File: config.mk
export PLATFORM = sky130hd
export DESIGN_NAME = afp_front
export DESIGN_NICKNAME = d
export VERILOG_FILES = /design/src/design/afp_pkg.sv /design/src/design/afp_front.sv
export SDC_FILE = /design/constraint.sdc
export NUM_CORES = 2
export LEC_CHECK = 0
export ABC_AREA = 1
export BUFFER_PORTS_ARGS = -buffer_cell sky130_fd_sc_hd__buf_2
export CAP_MARGIN = 10
export CORE_MARGIN = 2
export CORE_UTILIZATION = 30
export CTS_CLUSTER_SIZE = 12
export DETAILED_ROUTE_END_ITERATION = 10
export GPL_TIMING_DRIVEN = 0
export HOLD_SLACK_MARGIN = 0.08
export PLACE_DENSITY = 0.45
export SLEW_MARGIN = 20
export SYNTH_ARGS = -nofsm -noshare
export SYNTH_HDL_FRONTEND = slang
export SYNTH_SLANG_ARGS = --single-unit
File: constraint.sdc
create_clock -name clk_i -period 14.01 [get_ports clk_i]
set_input_delay 2.802 -clock clk_i [delete_from_list [all_inputs] [get_ports clk_i]]
set_output_delay 2.802 -clock clk_i [all_outputs]
set_load 0.01 [all_outputs]
File: src/design/afp_pkg.sv
package afp_pkg;

  localparam int FRAC_BITS = 16;
  localparam int TAN_W     = 21;
  localparam int DATA_W    = 32;
  localparam int CFG_IDX_W = 4;
  localparam int NUM_REGS  = 8;
  localparam int REG_IDX_W = $clog2(NUM_REGS);

  // Divider geometry: quotient bits carry one extra bit for rounding.
  localparam int QBITS   = 34;
  localparam int DEN_W   = 52;
  localparam int REM_W   = DEN_W + 1;
  localparam int X_W     = 2 * FRAC_BITS + 35;
  localparam int DIV_LAT = QBITS + 2;

  localparam int QDEPTH = 4;
  localparam int QPTR_W = $clog2(QDEPTH);

  // Smallest magnitude that counts as nonzero (above 0.0001).
  localparam int NZ_MIN = (1 << FRAC_BITS) / 10000 + 1;

  localparam logic signed [33:0] ONE34 = 34'(1 << FRAC_BITS);

  localparam logic signed [TAN_W-1:0] RST_L_LEFT  = -21'sd90178;
  localparam logic signed [TAN_W-1:0] RST_L_RIGHT = 21'sd67882;
  localparam logic signed [TAN_W-1:0] RST_L_UP    = 21'sd66689;
  localparam logic signed [TAN_W-1:0] RST_L_DOWN  = -21'sd66689;
  localparam logic signed [TAN_W-1:0] RST_R_LEFT  = -21'sd67882;
  localparam logic signed [TAN_W-1:0] RST_R_RIGHT = 21'sd90178;
  localparam logic signed [TAN_W-1:0] RST_R_UP    = 21'sd66689;
  localparam logic signed [TAN_W-1:0] RST_R_DOWN  = -21'sd66689;

  typedef enum logic [REG_IDX_W-1:0] {
    REG_L_LEFT  = 3'd0,
    REG_L_RIGHT = 3'd1,
    REG_L_UP    = 3'd2,
    REG_L_DOWN  = 3'd3,
    REG_R_LEFT  = 3'd4,
    REG_R_RIGHT = 3'd5,
    REG_R_UP    = 3'd6,
    REG_R_DOWN  = 3'd7
  } afp_reg_e;

  typedef struct packed {
    logic                    ok;
    logic                    rebuilt;
    logic                    use_div;
    logic                    neg_x;
    logic [DATA_W-1:0]       sx_mag;
    logic [DEN_W-1:0]        hsy;
    logic [TAN_W-1:0]        h;
    logic [TAN_W-1:0]        w;
    logic signed [TAN_W:0]   sumx;
    logic signed [TAN_W:0]   sumy;
    logic signed [DATA_W-1:0] a;
    logic signed [DATA_W-1:0] b;
    logic signed [33:0]      zn;
    logic signed [33:0]      zd;
  } afp_item_t;

  typedef struct packed {
    logic                     ok;
    logic                     rebuilt;
    logic                     use_div;
    logic signed [DATA_W-1:0] a;
    logic signed [DATA_W-1:0] b;
  } afp_side_t;

  function automatic logic [33:0] abs34(input logic signed [33:0] v);
    abs34 = v[33] ? 34'(-v) : 34'(v);
  endfunction

  function automatic logic nonzero(input logic signed [33:0] v);
    nonzero = abs34(v) >= 34'(NZ_MIN);
  endfunction

endpackage

File: src/design/afp_front.sv
module afp_front import afp_pkg::*; (
  input  logic                     clk_i,
  input  logic                     rst_ni,
  input  logic                     accept_i,
  input  logic                     eye_select_i,
  input  logic signed [DATA_W-1:0] source_scale_x_i,
  input  logic signed [DATA_W-1:0] source_scale_y_i,
  input  logic signed [DATA_W-1:0] source_depth_a_i,
  input  logic signed [DATA_W-1:0] source_depth_b_i,
  input  logic                     cfg_we_i,
  input  logic [CFG_IDX_W-1:0]     cfg_index_i,
  input  logic signed [TAN_W-1:0]  cfg_data_i,
  output logic                     push_o,
  output afp_item_t                item_o
);

  logic signed [TAN_W-1:0] tan_q [NUM_REGS];

  always_ff @(posedge clk_i or negedge rst_ni) begin
    if (!rst_ni) begin
      tan_q[REG_L_LEFT]  <= RST_L_LEFT;
      tan_q[REG_L_RIGHT] <= RST_L_RIGHT;
      tan_q[REG_L_UP]    <= RST_L_UP;
      tan_q[REG_L_DOWN]  <= RST_L_DOWN;
      tan_q[REG_R_LEFT]  <= RST_R_LEFT;
      tan_q[REG_R_RIGHT] <= RST_R_RIGHT;
      tan_q[REG_R_UP]    <= RST_R_UP;
      tan_q[REG_R_DOWN]  <= RST_R_DOWN;
    end else if (cfg_we_i && (cfg_index_i < CFG_IDX_W'(NUM_REGS))) begin
      tan_q[cfg_index_i[REG_IDX_W-1:0]] <= cfg_data_i;
    end
  end

  logic signed [TAN_W-1:0] tl, tr, tu, td;
  logic signed [TAN_W:0]   w_d, h_d, sumx_d, sumy_d;
  logic [33:0]             sy_abs, a_abs;
  logic [DEN_W:0]          hsy_full;
  logic [63:0]             asq_d;

  always_comb begin
    tl = eye_select_i ? tan_q[REG_R_LEFT]  : tan_q[REG_L_LEFT];
    tr = eye_select_i ? tan_q[REG_R_RIGHT] : tan_q[REG_L_RIGHT];
    tu = eye_select_i ? tan_q[REG_R_UP]    : tan_q[REG_L_UP];
    td = eye_select_i ? tan_q[REG_R_DOWN]  : tan_q[REG_L_DOWN];
    w_d    = (TAN_W+1)'(tr) - (TAN_W+1)'(tl);
    h_d    = (TAN_W+1)'(tu) - (TAN_W+1)'(td);
    sumx_d = (TAN_W+1)'(tr) + (TAN_W+1)'(tl);
    sumy_d = (TAN_W+1)'(tu) + (TAN_W+1)'(td);
    sy_abs = abs34(34'(source_scale_y_i));
    a_abs  = abs34(34'(source_depth_a_i));
    hsy_full = (DEN_W+1)'(h_d[TAN_W-1:0] * sy_abs[DATA_W-1:0]);
    asq_d    = a_abs[DATA_W-1:0] * a_abs[DATA_W-1:0];
  end

  logic                     f1_valid_q;
  logic signed [TAN_W:0]    w_q, h_q, sumx_q, sumy_q;
  logic signed [DATA_W-1:0] sx_q, sy_q, a_q, b_q;
  logic [DEN_W-1:0]         hsy_q;
  logic [63:0]              asq_q;

  always_ff @(posedge clk_i or negedge rst_ni) begin
    if (!rst_ni) begin
      f1_valid_q <= 1'b0;
    end else begin
      f1_valid_q <= accept_i;
    end
  end

  always_ff @(posedge clk_i) begin
    if (accept_i) begin
      w_q    <= w_d;
      h_q    <= h_d;
      sumx_q <= sumx_d;
      sumy_q <= sumy_d;
      sx_q   <= source_scale_x_i;
      sy_q   <= source_scale_y_i;
      a_q    <= source_depth_a_i;
      b_q    <= source_depth_b_i;
      hsy_q  <= hsy_full[DEN_W-1:0];
      asq_q  <= asq_d;
    end
  end

  // Classify: reject, depth recovery, near clamp, far test.
  logic signed [33:0] dn, df, b34;
  logic signed [34:0] df2, b35;
  logic signed [65:0] m, t;
  logic               clamp, far1, far2, depth_ok, reject;
  logic [33:0]        sx_abs;

  always_comb begin
    b34  = 34'(b_q);
    dn   = 34'(a_q) - ONE34;
    df   = 34'(a_q) + ONE34;
    df2  = 35'(df) <<< 1;
    b35  = 35'(b_q);
    m    = $signed({2'b00, asq_q}) - (66'sd1 <<< (2 * FRAC_BITS));
    t    = -(66'(b_q) <<< (FRAC_BITS + 1));
    clamp = (dn > 34'sd0) ? (b34 < dn) : (b34 > dn);
    far1  = (df > 34'sd0) ? (b35 > df2) : (b35 < df2);
    far2  = (m > 66'sd0) ? (t > m) : (t < m);
    depth_ok = nonzero(dn) && nonzero(df);
    reject   = (w_q <= 0) || (h_q <= 0) || !nonzero(34'(sx_q)) || !nonzero(34'(sy_q));
    sx_abs   = abs34(34'(sx_q));

    item_o.ok      = !reject;
    item_o.rebuilt = depth_ok && (clamp ? far1 : far2);
    item_o.use_div = depth_ok && clamp && far1;
    item_o.neg_x   = sx_q[DATA_W-1] ^ sy_q[DATA_W-1];
    item_o.sx_mag  = sx_abs[DATA_W-1:0];
    item_o.hsy     = hsy_q;
    item_o.h       = h_q[TAN_W-1:0];
    item_o.w       = w_q[TAN_W-1:0];
    item_o.sumx    = sumx_q;
    item_o.sumy    = sumy_q;
    item_o.a       = a_q;
    item_o.b       = b_q;
    item_o.zn      = df + b34;
    item_o.zd      = df - b34;
  end

  assign push_o = f1_valid_q;

endmodule

# Word level (Yosys, flattened, before mapping)
# Index checks and enable logic that the tools add are counted.
# totals
wordCells	86
ff_bits	501
output_inout_bits	307
# op_classes
addsub	16
reduce_logical	12
mul	2
mux	17
order_cmp	18
bitwise	2
# ops
op	count
$bwmux W168	1
$ge A34 B3 Y1 const B	4
$mux W34	4
$mux W21	5
$neg A32 Y34	2
$neg A33 Y34	2
$gt A33 B1 Y1 const B	2
$gt A66 B65 Y1	1
$lt A66 B65 Y1	1
$neg A49 Y66	1
$gt A65 B1 Y1 const B	1
$sub A64 B33 Y65 const B	1
$mul A32 B32 Y64	1
$mux W32	2
$neg A32 Y32	2
$demux W21 S3	1
$mul A21 B32 Y52	1
$add A21 B21 Y22	2
$le A22 B1 Y1 const B	2
$sub A21 B21 Y22	2
$add A33 B32 Y34	1
$gt A32 B34 Y1	1
$lt A32 B34 Y1	1
$sub A33 B32 Y34	1
13 further kinds	25

# Logic depth before layout (Yosys ltp)
# depth
ltp_word	7
mapped_depth	48
depth_no_buf	46

# Least setup slack after synthesis
# No wires, ideal clock.
# synth_path
kind	input-to-reg
from	input port eye_select_i
to	register hsy_q[44] (data pin)
cell_stages	47
slack_ns	2.345
arrival_time_ns	11.406
cell_sequence	clkbuf_1 -> clkbuf_1 -> clkbuf_1 -> nand2_1 -> o21ai_0 -> ha_1 -> inv_1 -> fa_1 -> nand2_1 -> nand2_1 -> o21ai_2 -> o211ai_2 -> a21boi_1 -> o21ai_2 -> a21boi_1 -> or2_2 -> nand2_1 -> inv_1 -> [11 not listed] -> inv_1 -> fa_1 -> inv_1 -> fa_1 -> inv_1 -> ha_1 -> nand2_1 -> nor2_1 -> inv_1 -> nor2_1 -> nand3_1 -> o211ai_1 -> nand2_1 -> nand2_1 -> nand2_1 -> o211ai_1 -> a31oi_1 -> xnor2_1
# synth_between
elab_chain_len	3
elab_cells_between_ends	4
cone_classes	add/sub: 1; mul: 1; mux: 2
# synth_rtl
item	line_no	text
start, declared	afp_front.sv:5	input logic eye_select_i,
$mux W21, on equally long branches	afp_front.sv:43, afp_front.sv:44	
$sub A21 B21 Y22 (*)	afp_front.sv:46	h_d = (TAN_W+1)'(tu) - (TAN_W+1)'(td);
$mul A21 B32 Y52 (*)	afp_front.sv:51	hsy_full = (DEN_W+1)'(h_d[TAN_W-1:0] * sy_abs[DATA_W-1:0]);
via hsy_full[44]	afp_front.sv:37	logic [DEN_W:0] hsy_full;
end signal, assigned	afp_front.sv:79	hsy_q <= hsy_full[DEN_W-1:0];
end, declared	afp_front.sv:58	logic [DEN_W-1:0] hsy_q;
# The timed path passes the listed nets; every way through them passes the cells marked *.
# A chain may end at the register's enable or synchronous reset.

# Worst setup path after layout
# Same ends and word-level chain as after synthesis.

==> out/results.tsv <==
metric	value	unit
finalCritPeriodShare	96.11	%
cap_viol_max_count	0	
post-route-drc-count	0	
post_drt_via_cell_ratio	4.791	
port_buffers	462	
worst_slew_pin_slew	1.204	ns
grt_pass1_vias	75430	
synth.largest_area_cell	fa_1	
cts_tree	yes	
die_area	290800	sq um
end_kind	flop	
path_max_fanout	10	
dpl_cell_area	93310	sq um
rsz0062_at_grt	false	
hp-class	reg -> reg	
layout.cell_area.non_filler	95730	sq um
grt_overflow_total	0	
area_growth	11.36	%
die_y	539.3	um
startpoint	eye_select_i	
worst_path_most_repeated_cell	inv_1	
globalplace.congestion	0.9583	
required	14.39	ns
max_freq	74.27	MHz
min-delay-start	tan_q[40]$_DFFE_PN0P_	
routed_wl	326.7	mm
setup_violations	0	
synth_xor_area_share	3.942	%
cts_root_buf	clkbuf_16	
nets	13350	
first_pass_iters	7	
synth_top_family_by_area	adder cells	
clkTransAtPathRegs	0.06	ns
groute.layer.met1.usage	29.52	%
grt_busiest_layer	met2	
synth_seq_cells	497	
yosysSeqAreaShare	16.50	%
wire_per_inst	21.88	um
ctsHtreeMaxLevel	3	
ioPinCount	465	
antenna_left	0	
critPathSlowestCell	clkbuf_1	
via_count	71550	
rows	196	
crit_buf_inv	12	
dp_hpwl	279.4	mm
cts_buffers	67	
dp.cells	14810	
period_minus_slack	13.46	ns
synth_fa_ha_area_share	42.31	%
synth_top_area_share	32.14	%
cts_buffer_depth	3	
path_class	in -> reg	
grt_max_degree	97	
track_usage	22.39	%
cp.arrival	13.85	ns
r2r-start	tan_q[84]$_DFFE_PN1P_	
use_met3	2.505	%
slew_headroom	19.71	%
cp_slowest_stage_delay	0.73	ns
cts_hold_buf	0	
critPathTopFamily	adder cells	
ys_types	71	
cts_sinks	497	
synth-async-reset-ratio	34.00	%
clkLatencyLatePin	0.71	ns
outcome	complete, no violations	
finalNonFillerCells	14930	
startpoint_type	input pin	
start_util	30.14	%
slew_violations	0	
layout-drive-gt1-share	8.105	%
synth_edf_count	328	
antenna_found_initial	11	
yosys_warnings	0	
ys.flop_type	edfxtp_1	
drt_iter0_drc	4868	
synthSimpleGateAreaFrac	17.38	%
coreArea	285200	sq um
clock_skew	0.05588	ns
synth_area_leaders	fa_1, edfxtp_1, inv_1	
grt_use_met2	38.06	%
grt_first_pass_wirelength	489.6	mm
synth.cell_area	85960	sq um
hold_viol_final	0	
synth_compound_area_share	6.806	%
syn_avg_cell_area	8.147	sq um
synth_mux_area_share	0.2620	%
die_x	539.3	um
syn_inst	10550	
[routing by layer]
layer  share of wire [%]  vias up
met5              0.0095        -
met4                 3.7        4
met3                 5.3      399
met2                  48     2133
met1                  43    35990
li1                    -    33020
[stage by stage]
step                worst slack [ns]  TNS (ns)  hold slack (ns)  utilization, %
finish                        0.5456         0           0.4769           33.57
global route                 0.01175         0           0.5015           33.56
CTS                           0.1665         0           0.4822           33.56
detailed placement           -0.9988    -32.82           0.4678           32.72
global placement              -1.198    -47.50           0.4605           32.63
floorplan                      2.345         0           0.4476               -
[cell usage in the layout, fill, tap and decap left out, drive strengths merged, types with 11 or more instances in the layout]
master	n
clkinv	32
xor2	320
dfstp	86
nand4	94
clkbuf	315
a21o	22
dfrtp	83
nor3	102
or2	32
conb	27
inv	2516
xnor2	63
ha	699
a21oi	414
fa	1380
o31ai	11
mux2	20
edfxtp	328
nor4	52
o21a	25
a21boi	16
o21bai	27
a31oi	53
o211ai	21
nand3b	17
nand2	1842
o21ai	452
buf	577
nand3	275
nor2	1213
[Yosys cell counts (20+ instances only)]
master	instances
a31oi_1	53
inv_1	2488
xnor2_1	63
nand4_1	94
a21o_1	22
edfxtp_1	328
nor3_1	91
buf_4	49
nand3_1	268
o21ai_0	435
fa_1	1380
or2_2	29
o21bai_1	27
o21a_1	25
inv_2	21
nand2_1	1834
ha_1	699
dfstp_2	86
nor4_1	51
mux2_2	20
xor2_1	317
clkbuf_1	229
a21oi_1	413
buf_2	50
nor2_1	1200
dfrtp_1	83
[kinds of logic after synthesis]
logic type                 count (synthesis)
AOI/OAI and AO/OA                       1069
xor gates and xnor gates                 383
DFF                                      497
adders and majority gates               2079
other                                      2
and+or+nand+nor                         3641
muxes                                     20
buffers and inverters                   2861
[sequential cells by signal, summed over array words and instances, names as in the netlist]
| name | count |
|---|---|
| push_o | 1 |
| sy_q | 32 |
| sumy_q | 21 |
| h_q | 22 |
| asq_q | 62 |
| hsy_q | 52 |
| b_q | 32 |
| tan_q | 168 |
| sx_q | 32 |
| sumx_q | 21 |
| w_q | 22 |
| a_q | 32 |
[repair_timing]
action,CTS,global route
gates cloned,0,0
setup buffers,0,0
setup endpoints to repair,19,31
gates resized for setup,4,1
[path summary, 6_finish.rpt]
| kind | cells after the start | end | slack, ns |
|---|---|---|---|
| worst min-delay path | 2 | tan_q[40]$_DFFE_PN0P_ | 0.48 |
| worst min register to register | 2 | tan_q[40]$_DFFE_PN0P_ | 0.48 |
| min in group asynchronous | 1 | tan_q[46]$_DFFE_PN0P_ | 2.08 |
| worst max-delay path | 43 | hsy_q[44]$_DFFE_PP_ | 0.55 |
| max in group asynchronous | 2 | tan_q[167]$_DFFE_PN1P_ | 11.01 |
| worst max register to register | 41 | hsy_q[44]$_DFFE_PP_ | 2.94 |
[worst reg2reg max path: cells and delay by family (launching register included)]
kind,cells,cell delay (ns)
compound gates,10,2.34
simple gates,12,1.82
xor+xnor,1,0.17
flops,1,0.52
buf+inv,8,1.04
fa+ha+maj,10,4.87
[cell type report]
class / instances / area, sq um
antenna: 4 / 10.01
tap: 3762 / 4707
multi-input combinational: 7219 / 60940
inverter: 2524 / 9475
sequential: 497 / 14190
clock inverter: 34 / 525.5
fill: 30520 / 189500
buffer: 334 / 1520
clock buffer: 89 / 1873
timing repair buffer: 469 / 2492
Power is left out: the tool's default activity adds up to more than one toggle a clock period on the data nets, which glitch-free logic cannot reach.
